==> src/rtl/alab_pkg.sv <==
// Package with shared widths, constants and types of the ambient light brightness block.
package alab_pkg;

	// Field and state widths.
	localparam int SAMPLE_BITS   = 12;
	localparam int FRACTION_BITS = 12;
	localparam int BRIGHT_W      = 8;
	localparam int GAIN_W        = 12;
	localparam int ALPHA_W       = 16;
	localparam int TICK_W        = 16;
	localparam int CFG_DATA_W    = 16;
	localparam int CFG_IDX_W     = 3;

	// Derived datapath widths.
	localparam int SMOOTH_W  = SAMPLE_BITS + FRACTION_BITS;
	localparam int PROD_W    = SMOOTH_W + ALPHA_W;
	localparam int LEVEL_W   = SMOOTH_W + GAIN_W;
	localparam int DEN_W     = SAMPLE_BITS + FRACTION_BITS + BRIGHT_W;
	localparam int SCALED_W  = DEN_W + BRIGHT_W;
	localparam int QUO_IN_W  = SAMPLE_BITS + BRIGHT_W;

	// Constants of the brightness law.
	localparam logic [SAMPLE_BITS-1:0] FULL_SCALE  = {SAMPLE_BITS{1'b1}};
	localparam logic [DEN_W-1:0]       FULL_DEN    =
		{FULL_SCALE, {(FRACTION_BITS + BRIGHT_W){1'b0}}};
	localparam logic [PROD_W:0]        ROUND_HALF  = (PROD_W + 1)'(1) << (ALPHA_W - 1);
	localparam logic [GAIN_W-1:0]      GAIN_FLOOR  = GAIN_W'(26);
	localparam logic [SAMPLE_BITS-1:0] DARK_LIMIT  = SAMPLE_BITS'(5);
	localparam logic [BRIGHT_W-1:0]    DARK_BRIGHT = BRIGHT_W'(128);
	localparam logic [TICK_W-1:0]      TICK_MAX    = {TICK_W{1'b1}};

	// Configuration reset values.
	localparam logic                 RST_AUTO_ENABLE   = 1'b0;
	localparam logic [BRIGHT_W-1:0]  RST_MANUAL_BRIGHT = BRIGHT_W'(128);
	localparam logic [BRIGHT_W-1:0]  RST_BRIGHT_MIN    = BRIGHT_W'(10);
	localparam logic [BRIGHT_W-1:0]  RST_BRIGHT_MAX    = BRIGHT_W'(255);
	localparam logic [GAIN_W-1:0]    RST_SENSOR_GAIN   = GAIN_W'(256);
	localparam logic [ALPHA_W-1:0]   RST_SMOOTH_FACTOR = ALPHA_W'(6554);
	localparam logic [TICK_W-1:0]    RST_POLL_INTERVAL = TICK_W'(100);

	// Register indexes of the configuration port.
	typedef enum logic [CFG_IDX_W-1:0] {
		CFG_AUTO_ENABLE       = 3'd0,
		CFG_MANUAL_BRIGHTNESS = 3'd1,
		CFG_BRIGHT_MIN        = 3'd2,
		CFG_BRIGHT_MAX        = 3'd3,
		CFG_SENSOR_GAIN       = 3'd4,
		CFG_SMOOTH_FACTOR     = 3'd5,
		CFG_POLL_INTERVAL     = 3'd6
	} cfg_idx_t;

	// Current register settings.
	typedef struct packed {
		logic                auto_enable;
		logic [BRIGHT_W-1:0] manual_brightness;
		logic [BRIGHT_W-1:0] bright_min;
		logic [BRIGHT_W-1:0] bright_max;
		logic [GAIN_W-1:0]   sensor_gain;
		logic [ALPHA_W-1:0]  smooth_factor;
		logic [TICK_W-1:0]   poll_interval;
	} cfg_t;

	// Commands from the controller to the datapath.
	typedef struct packed {
		logic accept;
		logic diff;
		logic mul;
		logic acc;
		logic gain;
		logic scale;
		logic div;
		logic emit;
	} dp_cmd_t;

	// Status from the datapath to the controller.
	typedef struct packed {
		logic upd;
	} dp_stat_t;

endpackage

==> src/rtl/alab_if.sv <==
// Stream interfaces for the input beats and the result beats.
interface alab_in_if
	import alab_pkg::*;
();
	logic                   valid;
	logic                   ready;
	logic                   mode;
	logic [SAMPLE_BITS-1:0] sample;

	modport source (output valid, output mode, output sample, input ready);
	modport sink   (input valid, input mode, input sample, output ready);
endinterface

interface alab_out_if
	import alab_pkg::*;
();
	logic                   valid;
	logic                   ready;
	logic [BRIGHT_W-1:0]    brightness;
	logic [SAMPLE_BITS-1:0] smoothed_level;
	logic                   backlight_write;

	modport source (output valid, output brightness, output smoothed_level,
		output backlight_write, input ready);
	modport sink   (input valid, input brightness, input smoothed_level,
		input backlight_write, output ready);
endinterface

==> src/rtl/alab_cfg.sv <==
// Configuration register file of the ambient light brightness block.
module alab_cfg
	import alab_pkg::*;
(
	input  logic                  clk,
	input  logic                  arst_n,
	input  logic                  cfg_we,
	input  logic [CFG_IDX_W-1:0]  cfg_idx,
	input  logic [CFG_DATA_W-1:0] cfg_data,
	output cfg_t                  cfg
);

	cfg_t cfg_q;

	// Register writes; an index beyond the list is ignored.
	always_ff @(posedge clk or negedge arst_n) begin
		if (!arst_n) begin
			cfg_q.auto_enable       <= RST_AUTO_ENABLE;
			cfg_q.manual_brightness <= RST_MANUAL_BRIGHT;
			cfg_q.bright_min        <= RST_BRIGHT_MIN;
			cfg_q.bright_max        <= RST_BRIGHT_MAX;
			cfg_q.sensor_gain       <= RST_SENSOR_GAIN;
			cfg_q.smooth_factor     <= RST_SMOOTH_FACTOR;
			cfg_q.poll_interval     <= RST_POLL_INTERVAL;
		end else if (cfg_we) begin
			case (cfg_idx)
				CFG_AUTO_ENABLE:       cfg_q.auto_enable       <= cfg_data[0];
				CFG_MANUAL_BRIGHTNESS: cfg_q.manual_brightness <= cfg_data[BRIGHT_W-1:0];
				CFG_BRIGHT_MIN:        cfg_q.bright_min        <= cfg_data[BRIGHT_W-1:0];
				CFG_BRIGHT_MAX:        cfg_q.bright_max        <= cfg_data[BRIGHT_W-1:0];
				CFG_SENSOR_GAIN:       cfg_q.sensor_gain       <= cfg_data[GAIN_W-1:0];
				CFG_SMOOTH_FACTOR:     cfg_q.smooth_factor     <= cfg_data[ALPHA_W-1:0];
				CFG_POLL_INTERVAL:     cfg_q.poll_interval     <= cfg_data[TICK_W-1:0];
				default: ;
			endcase
		end
	end

	assign cfg = cfg_q;

endmodule

==> src/rtl/alab_ctrl.sv <==
// Controller state machine that sequences the brightness update.
module alab_ctrl
	import alab_pkg::*;
(
	input  logic     clk,
	input  logic     arst_n,
	input  logic     item_valid,
	output logic     item_ready,
	output logic     result_valid,
	input  logic     result_ready,
	input  dp_stat_t stat,
	output dp_cmd_t  cmd
);

	typedef enum logic [7:0] {
		ST_IDLE  = 8'b0000_0001,
		ST_DIFF  = 8'b0000_0010,
		ST_MUL   = 8'b0000_0100,
		ST_ACC   = 8'b0000_1000,
		ST_GAIN  = 8'b0001_0000,
		ST_SCALE = 8'b0010_0000,
		ST_DIV   = 8'b0100_0000,
		ST_EMIT  = 8'b1000_0000
	} state_t;

	state_t state_q;
	state_t state_d;
	logic   out_valid_q;
	logic   accept;
	logic   slot_free;
	logic   emit;

	assign item_ready   = (state_q == ST_IDLE);
	assign accept       = item_ready && item_valid;
	assign slot_free    = !out_valid_q || result_ready;
	assign emit         = (state_q == ST_EMIT) && slot_free;
	assign result_valid = out_valid_q;

	// Next-state logic.
	always_comb begin
		state_d = state_q;
		case (state_q)
			ST_IDLE: begin
				if (accept) begin
					state_d = stat.upd ? ST_DIFF : ST_EMIT;
				end
			end
			ST_DIFF:  state_d = ST_MUL;
			ST_MUL:   state_d = ST_ACC;
			ST_ACC:   state_d = ST_GAIN;
			ST_GAIN:  state_d = ST_SCALE;
			ST_SCALE: state_d = ST_DIV;
			ST_DIV:   state_d = ST_EMIT;
			ST_EMIT: begin
				if (slot_free) begin
					state_d = ST_IDLE;
				end
			end
			default: state_d = ST_IDLE;
		endcase
	end

	// State and output-valid registers.
	always_ff @(posedge clk or negedge arst_n) begin
		if (!arst_n) begin
			state_q     <= ST_IDLE;
			out_valid_q <= 1'b0;
		end else begin
			state_q <= state_d;
			if (emit) begin
				out_valid_q <= 1'b1;
			end else if (result_ready) begin
				out_valid_q <= 1'b0;
			end
		end
	end

	// Datapath commands.
	always_comb begin
		cmd.accept = accept;
		cmd.diff   = (state_q == ST_DIFF);
		cmd.mul    = (state_q == ST_MUL);
		cmd.acc    = (state_q == ST_ACC);
		cmd.gain   = (state_q == ST_GAIN);
		cmd.scale  = (state_q == ST_SCALE);
		cmd.div    = (state_q == ST_DIV);
		cmd.emit   = emit;
	end

	// An update beat enters the arithmetic chain.
	a_upd_enters_chain: assert property (@(posedge clk) disable iff (!arst_n)
		(accept && stat.upd) |=> (state_q == ST_DIFF))
		else $error("update beat did not start the arithmetic chain");

	// A beat without update goes straight to the output stage.
	a_plain_to_emit: assert property (@(posedge clk) disable iff (!arst_n)
		(accept && !stat.upd) |=> (state_q == ST_EMIT))
		else $error("plain beat did not go to the output stage");

	// The division step is always followed by the output stage.
	a_div_to_emit: assert property (@(posedge clk) disable iff (!arst_n)
		(state_q == ST_DIV) |=> (state_q == ST_EMIT))
		else $error("division step not followed by output stage");

endmodule

==> src/rtl/alab_dp.sv <==
// Datapath: smoother, tick counter, gain, scaling and mapping to brightness.
module alab_dp
	import alab_pkg::*;
(
	input  logic                   clk,
	input  logic                   arst_n,
	input  cfg_t                   cfg,
	input  dp_cmd_t                cmd,
	output dp_stat_t               stat,
	input  logic                   item_mode,
	input  logic [SAMPLE_BITS-1:0] item_sample,
	output logic [BRIGHT_W-1:0]    brightness,
	output logic [SAMPLE_BITS-1:0] smoothed_level,
	output logic                   backlight_write
);

	// Architectural state.
	logic [SMOOTH_W-1:0]    smoothed_q;
	logic                   ready_q;
	logic [TICK_W-1:0]      elapsed_q;
	logic [BRIGHT_W-1:0]    bright_q;

	// Working registers of the update chain.
	logic [SAMPLE_BITS-1:0] sample_q;
	logic                   wrote_q;
	logic [SMOOTH_W-1:0]    diff_q;
	logic                   neg_q;
	logic [PROD_W-1:0]      prod_q;
	logic [LEVEL_W-1:0]     level_q;
	logic                   sat_q;
	logic [QUO_IN_W-1:0]    scaled_q;

	// Output register.
	logic [BRIGHT_W-1:0]    out_bright_q;
	logic [SAMPLE_BITS-1:0] out_level_q;
	logic                   out_wrote_q;

	logic [TICK_W-1:0]      tick_next;
	logic                   upd;
	logic [SMOOTH_W-1:0]    target;
	logic [PROD_W:0]        round_sum;
	logic [SMOOTH_W-1:0]    step;
	logic [GAIN_W-1:0]      gain_eff;
	logic [BRIGHT_W-1:0]    hi;
	logic [BRIGHT_W-1:0]    lo;
	logic [BRIGHT_W-1:0]    span;
	logic [SCALED_W-1:0]    scaled_full;
	logic [BRIGHT_W-1:0]    quo_est;
	logic [SAMPLE_BITS:0]   quo_rem;
	logic [BRIGHT_W-1:0]    quo;

	// Tick counting saturates; an eligible tick starts an update.
	assign tick_next = (elapsed_q == TICK_MAX) ? TICK_MAX : elapsed_q + TICK_W'(1);
	assign upd       = item_mode && ready_q && cfg.auto_enable &&
		(tick_next >= cfg.poll_interval);
	assign stat.upd  = upd;

	// Smoother step, rounded half up in magnitude.
	assign target    = {sample_q, {FRACTION_BITS{1'b0}}};
	assign round_sum = {1'b0, prod_q} + ROUND_HALF;
	assign step      = round_sum[PROD_W-1:ALPHA_W];

	// Mapping range and gain floor.
	assign gain_eff = (cfg.sensor_gain < GAIN_FLOOR) ? GAIN_FLOOR : cfg.sensor_gain;
	assign hi       = cfg.bright_max;
	assign lo       = (cfg.bright_min > cfg.bright_max) ? cfg.bright_max : cfg.bright_min;
	assign span     = hi - lo;

	// Scaled level times span, with the power-of-two part of the divisor shifted out.
	assign scaled_full = level_q[DEN_W-1:0] * SCALED_W'(span);

	// Division by full scale: estimate by shift, then one correction.
	assign quo_est = scaled_q[QUO_IN_W-1:SAMPLE_BITS];
	assign quo_rem = {1'b0, scaled_q[SAMPLE_BITS-1:0]} + (SAMPLE_BITS + 1)'(quo_est);
	assign quo     = (quo_rem >= {1'b0, FULL_SCALE}) ? quo_est + BRIGHT_W'(1) : quo_est;

	// State updated by beats and by the update chain.
	always_ff @(posedge clk or negedge arst_n) begin
		if (!arst_n) begin
			smoothed_q <= '0;
			ready_q    <= 1'b0;
			elapsed_q  <= '0;
			bright_q   <= DARK_BRIGHT;
		end else begin
			if (cmd.accept) begin
				if (!item_mode) begin
					smoothed_q <= {item_sample, {FRACTION_BITS{1'b0}}};
					bright_q   <= (item_sample < DARK_LIMIT) ? DARK_BRIGHT :
						cfg.manual_brightness;
					ready_q    <= 1'b1;
				end else begin
					elapsed_q <= upd ? '0 : tick_next;
				end
			end
			if (cmd.acc) begin
				smoothed_q <= neg_q ? smoothed_q - step : smoothed_q + step;
			end
			if (cmd.div) begin
				bright_q <= sat_q ? hi : lo + quo;
			end
		end
	end

	// Working registers of the chain, one operation per step.
	always_ff @(posedge clk) begin
		if (cmd.accept) begin
			sample_q <= item_sample;
			wrote_q  <= upd;
		end
		if (cmd.diff) begin
			neg_q  <= (target < smoothed_q);
			diff_q <= (target < smoothed_q) ? smoothed_q - target : target - smoothed_q;
		end
		if (cmd.mul) begin
			prod_q <= PROD_W'(diff_q) * PROD_W'(cfg.smooth_factor);
		end
		if (cmd.gain) begin
			level_q <= LEVEL_W'(smoothed_q) * LEVEL_W'(gain_eff);
		end
		if (cmd.scale) begin
			sat_q    <= (level_q >= LEVEL_W'(FULL_DEN));
			scaled_q <= scaled_full[SCALED_W-1:FRACTION_BITS + BRIGHT_W];
		end
		if (cmd.emit) begin
			out_bright_q <= bright_q;
			out_level_q  <= smoothed_q[SMOOTH_W-1:FRACTION_BITS];
			out_wrote_q  <= wrote_q;
		end
	end

	assign brightness      = out_bright_q;
	assign smoothed_level  = out_level_q;
	assign backlight_write = out_wrote_q;

	// A rising step never overshoots the new sample.
	a_rise_bounded: assert property (@(posedge clk) disable iff (!arst_n)
		(cmd.acc && !neg_q) |=> (smoothed_q <= {sample_q, {FRACTION_BITS{1'b0}}}))
		else $error("smoother overshot the sample on a rising step");

	// A falling step never undershoots the new sample.
	a_fall_bounded: assert property (@(posedge clk) disable iff (!arst_n)
		(cmd.acc && neg_q) |=> (smoothed_q >= {sample_q, {FRACTION_BITS{1'b0}}}))
		else $error("smoother undershot the sample on a falling step");

	// Mapped brightness stays within the effective range.
	a_bright_range: assert property (@(posedge clk) disable iff (!arst_n)
		cmd.div |=> ((bright_q <= hi) && (bright_q >= lo)))
		else $error("mapped brightness outside the min to max range");

	// An update clears the tick counter.
	a_tick_clear: assert property (@(posedge clk) disable iff (!arst_n)
		(cmd.accept && upd) |=> (elapsed_q == '0))
		else $error("tick counter not cleared by an update");

endmodule

==> src/rtl/ambient_light_auto_brightness_core.sv <==
// Top level of the ambient light auto-brightness block.
// Each input beat is a seed (mode 0) or a millisecond tick (mode 1) with a 12-bit light
// reading, and each one yields exactly one result beat carrying the current brightness,
// the integer part of the smoothed light level and a flag that marks a new backlight value.
// One beat is in work at a time. A seed, or a tick that only counts time, goes from
// the idle state straight to the output stage; a tick that runs an update first has the
// controller walk the chain difference, smoothing multiply, accumulate, gain multiply,
// span multiply and divide-by-full-scale, one step per cycle. The output stage loads
// the result register once the result slot is free. The next beat is taken in the
// cycle after the result is loaded, while that result may still wait downstream.
// Configuration registers are written through cfg_we, cfg_idx and cfg_data and
// should only change while no beat is in work.
module ambient_light_auto_brightness_core
	import alab_pkg::*;
(
	input  logic                  clk,
	input  logic                  arst_n,
	input  logic                  cfg_we,
	input  logic [CFG_IDX_W-1:0]  cfg_idx,
	input  logic [CFG_DATA_W-1:0] cfg_data,
	alab_in_if.sink               item,
	alab_out_if.source            result
);

	cfg_t     cfg;
	dp_cmd_t  cmd;
	dp_stat_t stat;

	// Configuration registers.
	alab_cfg u_cfg (
		.clk      (clk),
		.arst_n   (arst_n),
		.cfg_we   (cfg_we),
		.cfg_idx  (cfg_idx),
		.cfg_data (cfg_data),
		.cfg      (cfg)
	);

	// Sequencer and handshakes.
	alab_ctrl u_ctrl (
		.clk          (clk),
		.arst_n       (arst_n),
		.item_valid   (item.valid),
		.item_ready   (item.ready),
		.result_valid (result.valid),
		.result_ready (result.ready),
		.stat         (stat),
		.cmd          (cmd)
	);

	// Arithmetic and state.
	alab_dp u_dp (
		.clk             (clk),
		.arst_n          (arst_n),
		.cfg             (cfg),
		.cmd             (cmd),
		.stat            (stat),
		.item_mode       (item.mode),
		.item_sample     (item.sample),
		.brightness      (result.brightness),
		.smoothed_level  (result.smoothed_level),
		.backlight_write (result.backlight_write)
	);

endmodule

==> src/flat_wrapper.sv <==
// flat-port wrapper written by rule: the top's interface ports become plain ports
module ambient_light_auto_brightness_core_flat import alab_pkg::*;
  (clk, arst_n, cfg_we, cfg_idx, cfg_data, item_valid, item_mode, item_sample, item_ready, result_valid, result_brightness, result_smoothed_level, result_backlight_write, result_ready);
  alab_in_if item_i ();
  alab_out_if result_i ();
  input  logic clk;
  input  logic arst_n;
  input  logic cfg_we;
  input  logic [CFG_IDX_W-1:0] cfg_idx;
  input  logic [CFG_DATA_W-1:0] cfg_data;
  input wire logic [$bits(item_i.valid)-1:0] item_valid;
  input wire logic [$bits(item_i.mode)-1:0] item_mode;
  input wire logic [$bits(item_i.sample)-1:0] item_sample;
  output wire logic [$bits(item_i.ready)-1:0] item_ready;
  output wire logic [$bits(result_i.valid)-1:0] result_valid;
  output wire logic [$bits(result_i.brightness)-1:0] result_brightness;
  output wire logic [$bits(result_i.smoothed_level)-1:0] result_smoothed_level;
  output wire logic [$bits(result_i.backlight_write)-1:0] result_backlight_write;
  input wire logic [$bits(result_i.ready)-1:0] result_ready;
  assign item_i.valid = item_valid;
  assign item_i.mode = item_mode;
  assign item_i.sample = item_sample;
  assign item_ready = item_i.ready;
  assign result_valid = result_i.valid;
  assign result_brightness = result_i.brightness;
  assign result_smoothed_level = result_i.smoothed_level;
  assign result_backlight_write = result_i.backlight_write;
  assign result_i.ready = result_ready;
  ambient_light_auto_brightness_core u_core (.clk(clk), .arst_n(arst_n), .cfg_we(cfg_we), .cfg_idx(cfg_idx), .cfg_data(cfg_data), .item(item_i), .result(result_i));
endmodule
==> config.mk <==
export PLATFORM = sky130hd
export DESIGN_NAME = ambient_light_auto_brightness_core_flat
export DESIGN_NICKNAME = d
export VERILOG_FILES = /design/src/rtl/alab_pkg.sv /design/src/rtl/alab_if.sv /design/src/rtl/alab_cfg.sv /design/src/rtl/alab_ctrl.sv /design/src/rtl/alab_dp.sv /design/src/rtl/ambient_light_auto_brightness_core.sv /design/src/flat_wrapper.sv
export SDC_FILE = /design/constraint.sdc
export NUM_CORES = 2
export LEC_CHECK = 0
export ABC_CLOCK_PERIOD_IN_PS = 21900
export BUFFER_PORTS_ARGS = -buffer_cell sky130_fd_sc_hd__clkbuf_2
export CORE_AREA = 4 4 312 314
export CTS_BUF_LIST = sky130_fd_sc_hd__clkbuf_2 sky130_fd_sc_hd__clkbuf_4 sky130_fd_sc_hd__clkbuf_8
export DETAILED_ROUTE_END_ITERATION = 10
export DIE_AREA = 0 0 316 318
export PLACE_DENSITY = 0.58
export SETUP_SLACK_MARGIN = 0.15
export SYNTH_ARGS = -nofsm -noshare
export SYNTH_HDL_FRONTEND = slang
export SYNTH_SLANG_ARGS = --single-unit
export TNS_END_PERCENT = 100
==> constraint.sdc <==
create_clock -name clk -period 21.9 [get_ports clk]
set_clock_uncertainty 0.1 [all_clocks]
set_input_delay 1.095 -clock clk [delete_from_list [all_inputs] [get_ports clk]]
set_output_delay 1.095 -clock clk [all_outputs]
set_load 0.01 [all_outputs]
* Word level (Yosys, flattened, before mapping)
Cells that the tools add are included.
Storage, ports and cells: register bits after elaboration 283, input bits 37, output and inout bits 23, logic and storage cells 108
Cells by class: add/subtract/negate cells 10, multipliers 3, $lt $le $gt $ge 7, eq/ne operators 19, muxes and demuxes 21, bitwise operators 1, reductions and logical operators 23
Operator list (count):
- 24-bit two-way mux | 5
- 8-bit two-way mux | 10
- 24-bit subtractor | 3
- 8-bit case mux with 8 select lines | 1
- 40-bit by 16-bit adder with 40-bit output (second input constant) | 1
- 24-bit by 16-bit multiplier with 40-bit output | 1
- 32-bit by 8-bit multiplier with 40-bit output | 1
- 36-bit by 32-bit greater-or-equal comparator with 1-bit output (second input constant) | 1
- 24-bit by 12-bit multiplier with 36-bit output | 1
- 16-bit two-way mux | 2
- 24-bit adder | 1
- 24-bit less-than comparator | 1
- 2-bit AND reduction | 12
- 16-bit by 1-bit adder with 16-bit output (second input constant) | 1
- 16-bit == test (second input constant) | 1
- 16-bit greater-or-equal comparator | 1
- 12-bit by 8-bit adder with 13-bit output | 1
- 13-bit by 12-bit greater-or-equal comparator with 1-bit output (second input constant) | 1
- 12-bit by 3-bit less-than comparator with 1-bit output (second input constant) | 1
- 12-bit by 5-bit less-than comparator with 1-bit output (second input constant) | 1
- 12-bit two-way mux | 1
- 3-bit == test (second input constant) | 3
- 8-bit by 1-bit adder with 8-bit output (second input constant) | 1
- 8-bit adder | 1
- 21 further kinds | 31

* Logic depth before layout (Yosys ltp)
depth after elaboration 7, gate-level depth with buffers 41

* Hierarchy
From an unflattened synthesis, not the netlist that was laid out.
Unflattened totals: cells, all modules 4509, area total of the unflattened synthesis 42598.4 µm²
Modules (own cells, without submodules):
- alab_dp | times used 1, cells an instance 4304, area each 39298.9 µm², sequential area each 5461.5 µm²
- alab_cfg | times used 1, cells an instance 151, area each 2712.6 µm², sequential area each 1754.2 µm²
- alab_ctrl | times used 1, cells an instance 54, area each 586.8 µm², sequential area each 226.5 µm²

* Least setup slack after synthesis
No wires, ideal clock.
kind register -> register, start register u_core.u_cfg.cfg_q, in the netlist u_core.u_cfg.cfg[47], end register u_core.u_dp.scaled_q[16] (data pin), setup time 0.258 ns, arrival 8.507 ns, setup slack 13.035 ns, cell stages (with the launch flop) 39, period minus slack after synthesis 8.865 ns, path through dfstp_2 > inv_1 > ha_1 > nand3_1 > o221a_2 > o21ai_1 > nand2_1 > clkbuf_1 > o21ai_0 > ha_1 > inv_1 > o21ai_0 > a21boi_1 > o311ai_0 > o211ai_1 > a32o_1 > a21oi_1 > xnor2_1 > [... 3 more ...] > fa_1 > fa_1 > inv_1 > fa_1 > inv_1 > ha_1 > a21o_1 > a211oi_1 > a211oi_1 > a21oi_1 > o2111ai_1 > a311oi_1 > o21ai_1 > a31oi_1 > nor2b_1 > o21a_1 > nor2_1 > xnor2_1
Between the ends: longest elaborated chain between the ends 4
RTL lines:
- start, declared | RTL line alab_cfg.sv:13 | cfg_t cfg_q;
- 8-bit > comparator | RTL line alab_dp.sv:66 | assign lo = (cfg.bright_min > cfg.bright_max) ? cfg.bright_max : cfg.bright_min;
- 8-bit two-way mux | RTL line alab_dp.sv:66
- 8-bit subtractor * | RTL line alab_dp.sv:67 | assign span = hi - lo;
- 32-bit by 8-bit multiplier with 40-bit output * | RTL line alab_dp.sv:70 | assign scaled_full = level_q[DEN_W-1:0] * SCALED_W'(span);
- net u_core.u_dp.scaled_full[36] | RTL line alab_dp.sv:47 | logic [SCALED_W-1:0] scaled_full;
- end signal, assigned | RTL line alab_dp.sv:122 | scaled_q <= scaled_full[SCALED_W-1:FRACTION_BITS + BRIGHT_W];
- end, declared | RTL line alab_dp.sv:31 | logic [QUO_IN_W-1:0] scaled_q;
Mark *: on every way through the listed nets, which the timed path passes. The rest lies on a longest branch. A chain may end at the register's enable or synchronous reset.

* Final worst setup path
start register u_core.u_cfg.cfg_q, in the netlist u_core.u_cfg.cfg[47], end register u_core.u_dp.scaled_q[18] (data pin)
The elaborated chain is that of the path after synthesis.

==> summary.md <==
| Metric | Value |
|---|---|
| Worst-margin pin slew | roughly 1.2 ns |
| Synthesized net count | between 5000 and 6000 |
| P&R area growth vs syn | 6.20% |
| Worst setup SP type | flop |
| Gpl congestion | 0.820 |
| Layout cells sized above 1 | 7.16% |
| Initial antenna violation count | 2 |
| Port Buf Inserts | 59 |
| Number of global-route vias before repair | 31800 |
| First-pass DRT Iterations | 5 |
| Worst path max stage delay | 0.60 ns |
| Top FF cell, synth | edfxtp_1 |
| Detail Placement HPWL | between 80000 and 90000 µm |
| Post-synthesis simple-gate area fraction | 17.2% |
| Mux cell area share after synthesis | under 10% |
| CTS Buffer Depth | 3 |
| Num Clock Sinks | 268 |
| CP Class | reg2reg |
| Worst hold slack | approximately 0.27 ns |
| Cell Rows | 113 |
| Clk_lat worst skew | 0.70 ns |
| Max Slew Vio Count | 0 |
| Layout net count | 5516 |
| 1st-iter DRT viols | 1449 |
| Distinct cells, synth | 79 |
| Kind of cell adding the most delay to the critical path | compound AO/OA/AOI/OAI gates |
| Critical Path AT | 10.65 ns |
| Initial Util | 44.8% |
| Worst r2r src | u_core.u_cfg.cfg[47] |
| Vias | 30200 |
| Total wire length | 105000 µm |
| Sequential-to-total area share from yosys stat | roughly 18% |
| Max-Cap Viols | 0 |
| Setup_tns | 0 ns |
| Average size of a mapped cell | 9.47 µm² |
| Synth Warn # | 0 |
| Clock-pin slew on the worst setup and hold paths | 0.06 ns |
| Unrepaired setup endpoints after global routing | false |
| Root Buffer | clkbuf_8 |
| Largest family of logic cells by synthesized area | adder cells |
| Final core utilization | 47.6% |
| Post-Synth XOR/XNOR Area | under 10% |
| CTS Buf Count | 50 |
| Reg2reg end | u_core.u_dp.scaled_q[18] |
| Die area | 100000 µm² |
| Fmax | about 97 MHz |
| Largest net degree at the start of global routing | 72 |
| Crit. End Element | flop |
| Period utilization | approximately 47% |
| First-pass GRT wire length | 172000 µm |
| Crit path buffers/inverters | 5 |
| FF-to-FF setup slack | about 12 ns |
| Compound-Gate Fraction of Synth Area | 7.55% |
| Resize count post-CTS | 0 |
| Overall routing resource usage | 21.3% |
| # hold bufs at CTS | 0 |
| CP max stage cell | dfstp_2 |
| Adder-cell share of the synthesized area | 43.2% |
| Worst min path class | in2async |
| Drt wl/cell | 18.2 µm |
| Global route total overflow | 0 |
| Fin crit period | 10.30 ns |
| Die Ht | 318 µm |
| Mapped Area | about 42000 µm² |
| Rel. slew slack | 19.0% |
| Depth of the most critical reg-to-reg path | 37 |
| Post-synth ARST share | between 40% and 50% |
| H-tree depth | 2 |
| Final ANT Viol Nets | 0 |
| CORE AREA | approximately 95000 µm² |
| Setup Fix Bufs, Post-CTS | 0 |
| Status | finished clean |
| Die Span X | 316 µm |
| Setup-failing EPs final | 0 |
| I/O pins | 60 |
| Worst-path fanout max | 32 |
| CTS tree | yes |
| FF+latch count, synth | about 270 |
| Final hold vios | 0 |
| Remaining DRCs | 0 |
| Synth Instances | 4480 |
| WP data required | 22.24 ns |
| Drt via density | 5.25 |
| Post-synth EDFFs | 141 |
[Yosys cell counts (28+ instances only)]
cell | number | area (µm²)
edfxtp_1 | 141 | 4230
and3_1 | 38 | 238
ha_1 | 333 | 4170
xnor2_1 | 115 | 1010
a21o_1 | 71 | 533
clkbuf_1 | 178 | 668
nand2b_1 | 63 | 394
nor2_1 | 114 | 428
nand2_1 | 628 | 2360
nor2b_1 | 97 | 607
and2_1 | 344 | 2150
nand3_1 | 47 | 235
dfrtp_1 | 103 | 2580
inv_1 | 745 | 2800
nor3_1 | 28 | 140
xor2_1 | 77 | 674
mux2_2 | 71 | 800
o21ai_0 | 92 | 460
a21oi_1 | 152 | 761
fa_1 | 707 | 14200
[cell families after synthesis]
| group | Yosys count |
|---|---|
| flip-flops | 268 |
| XOR/XNOR | 193 |
| buffers and inverters | 935 |
| adder cells (fa/ha/maj) | 1041 |
| AO/OA/AOI/OAI | 497 |
| AND/OR/NAND/NOR | 1462 |
| multiplexers | 84 |
[per-layer routing]
metal | GRT usage (%) | wire, µm | up-vias
met5 | 0 | 0 | -
met4 | 5.14 | 2470 | 0
met3 | 2.99 | 4630 | 138
met2 | 35.4 | 49800 | 588
met1 | 29.6 | 47700 | 15400
li1 | - | - | 14000
[per-stage QoR]
stage | setup WS, ns | cell area [µm²] | std cells
floorplan | 13.03 | 42400 | 4480
global placement | 11.85 | 44000 | 5652
detailed placement | 11.71 | 44000 | 5652
CTS | 11.67 | 45000 | 5746
global route | 10.64 | 45000 | 5747
finish | 11.60 | 45000 | 5747
[sequential cells by signal (all words and copies together), names as in the netlist]
name,count
u_core.u_cfg.cfg,69
u_core.u_dp.level_q,36
u_core.u_dp.prod_q,25
u_core.u_dp.diff_q,24
u_core.u_dp.smoothed_q,24
u_core.u_dp.scaled_q,20
u_core.u_dp.elapsed_q,16
u_core.u_dp.sample_q,12
u_core.u_dp.smoothed_level,12
u_core.u_ctrl.state_q,8
u_core.u_dp.bright_q,8
u_core.u_dp.brightness,8
u_core.u_ctrl.result_valid,1
u_core.u_dp.backlight_write,1
u_core.u_dp.neg_q,1
u_core.u_dp.ready_q,1
u_core.u_dp.sat_q,1
u_core.u_dp.wrote_q,1
[worst max-delay path by stage]
| stage | from | end | slack, ns | cells after the start |
|---|---|---|---|---|
| 2_1_floorplan | u_core.u_cfg.cfg[47] | u_core.u_dp.scaled_q[16] | 13.03 | 38 |
| 3_5_place_dp | u_core.u_cfg.cfg[47] | u_core.u_dp.scaled_q[18] | 11.71 | 37 |
| 3_3_place_gp | u_core.u_cfg.cfg[47] | u_core.u_dp.scaled_q[16] | 11.85 | 38 |
| 4_1_cts | u_core.u_cfg.cfg[47] | u_core.u_dp.scaled_q[18] | 11.67 | 37 |
| 6_report | u_core.u_cfg.cfg[47] | u_core.u_dp.scaled_q[18] | 11.60 | 37 |
| 5_1_grt | u_core.u_cfg.cfg[47] | u_core.u_dp.scaled_q[18] | 10.64 | 36 |
[cell type report]
cell class | count | area (µm²)
antenna | 1 | 2.50
timing repair buffer | 97 | 587
sequential | 268 | 7440
multi-input combinational | 3277 | 31600
clock buffer | 69 | 837
inverter | 745 | 2800
tap | 1265 | 1580
fill | 9086 | 49500
clock inverter | 25 | 234
[placed cells by master, fill, tap and decap left out, drive strengths merged, types with 97 or more instances in the layout]
cell / instances
o21ai: 99
nor2b: 97
edfxtp: 141
clkbuf: 127
xnor2: 115
fa: 707
a21oi: 153
ha: 333
nand2: 628
dfrtp: 103
inv: 747
nor2: 114
and2: 345
Power is left out: the tool's default activity adds up to more than one toggle a clock period on the data nets, which glitch-free logic cannot reach.
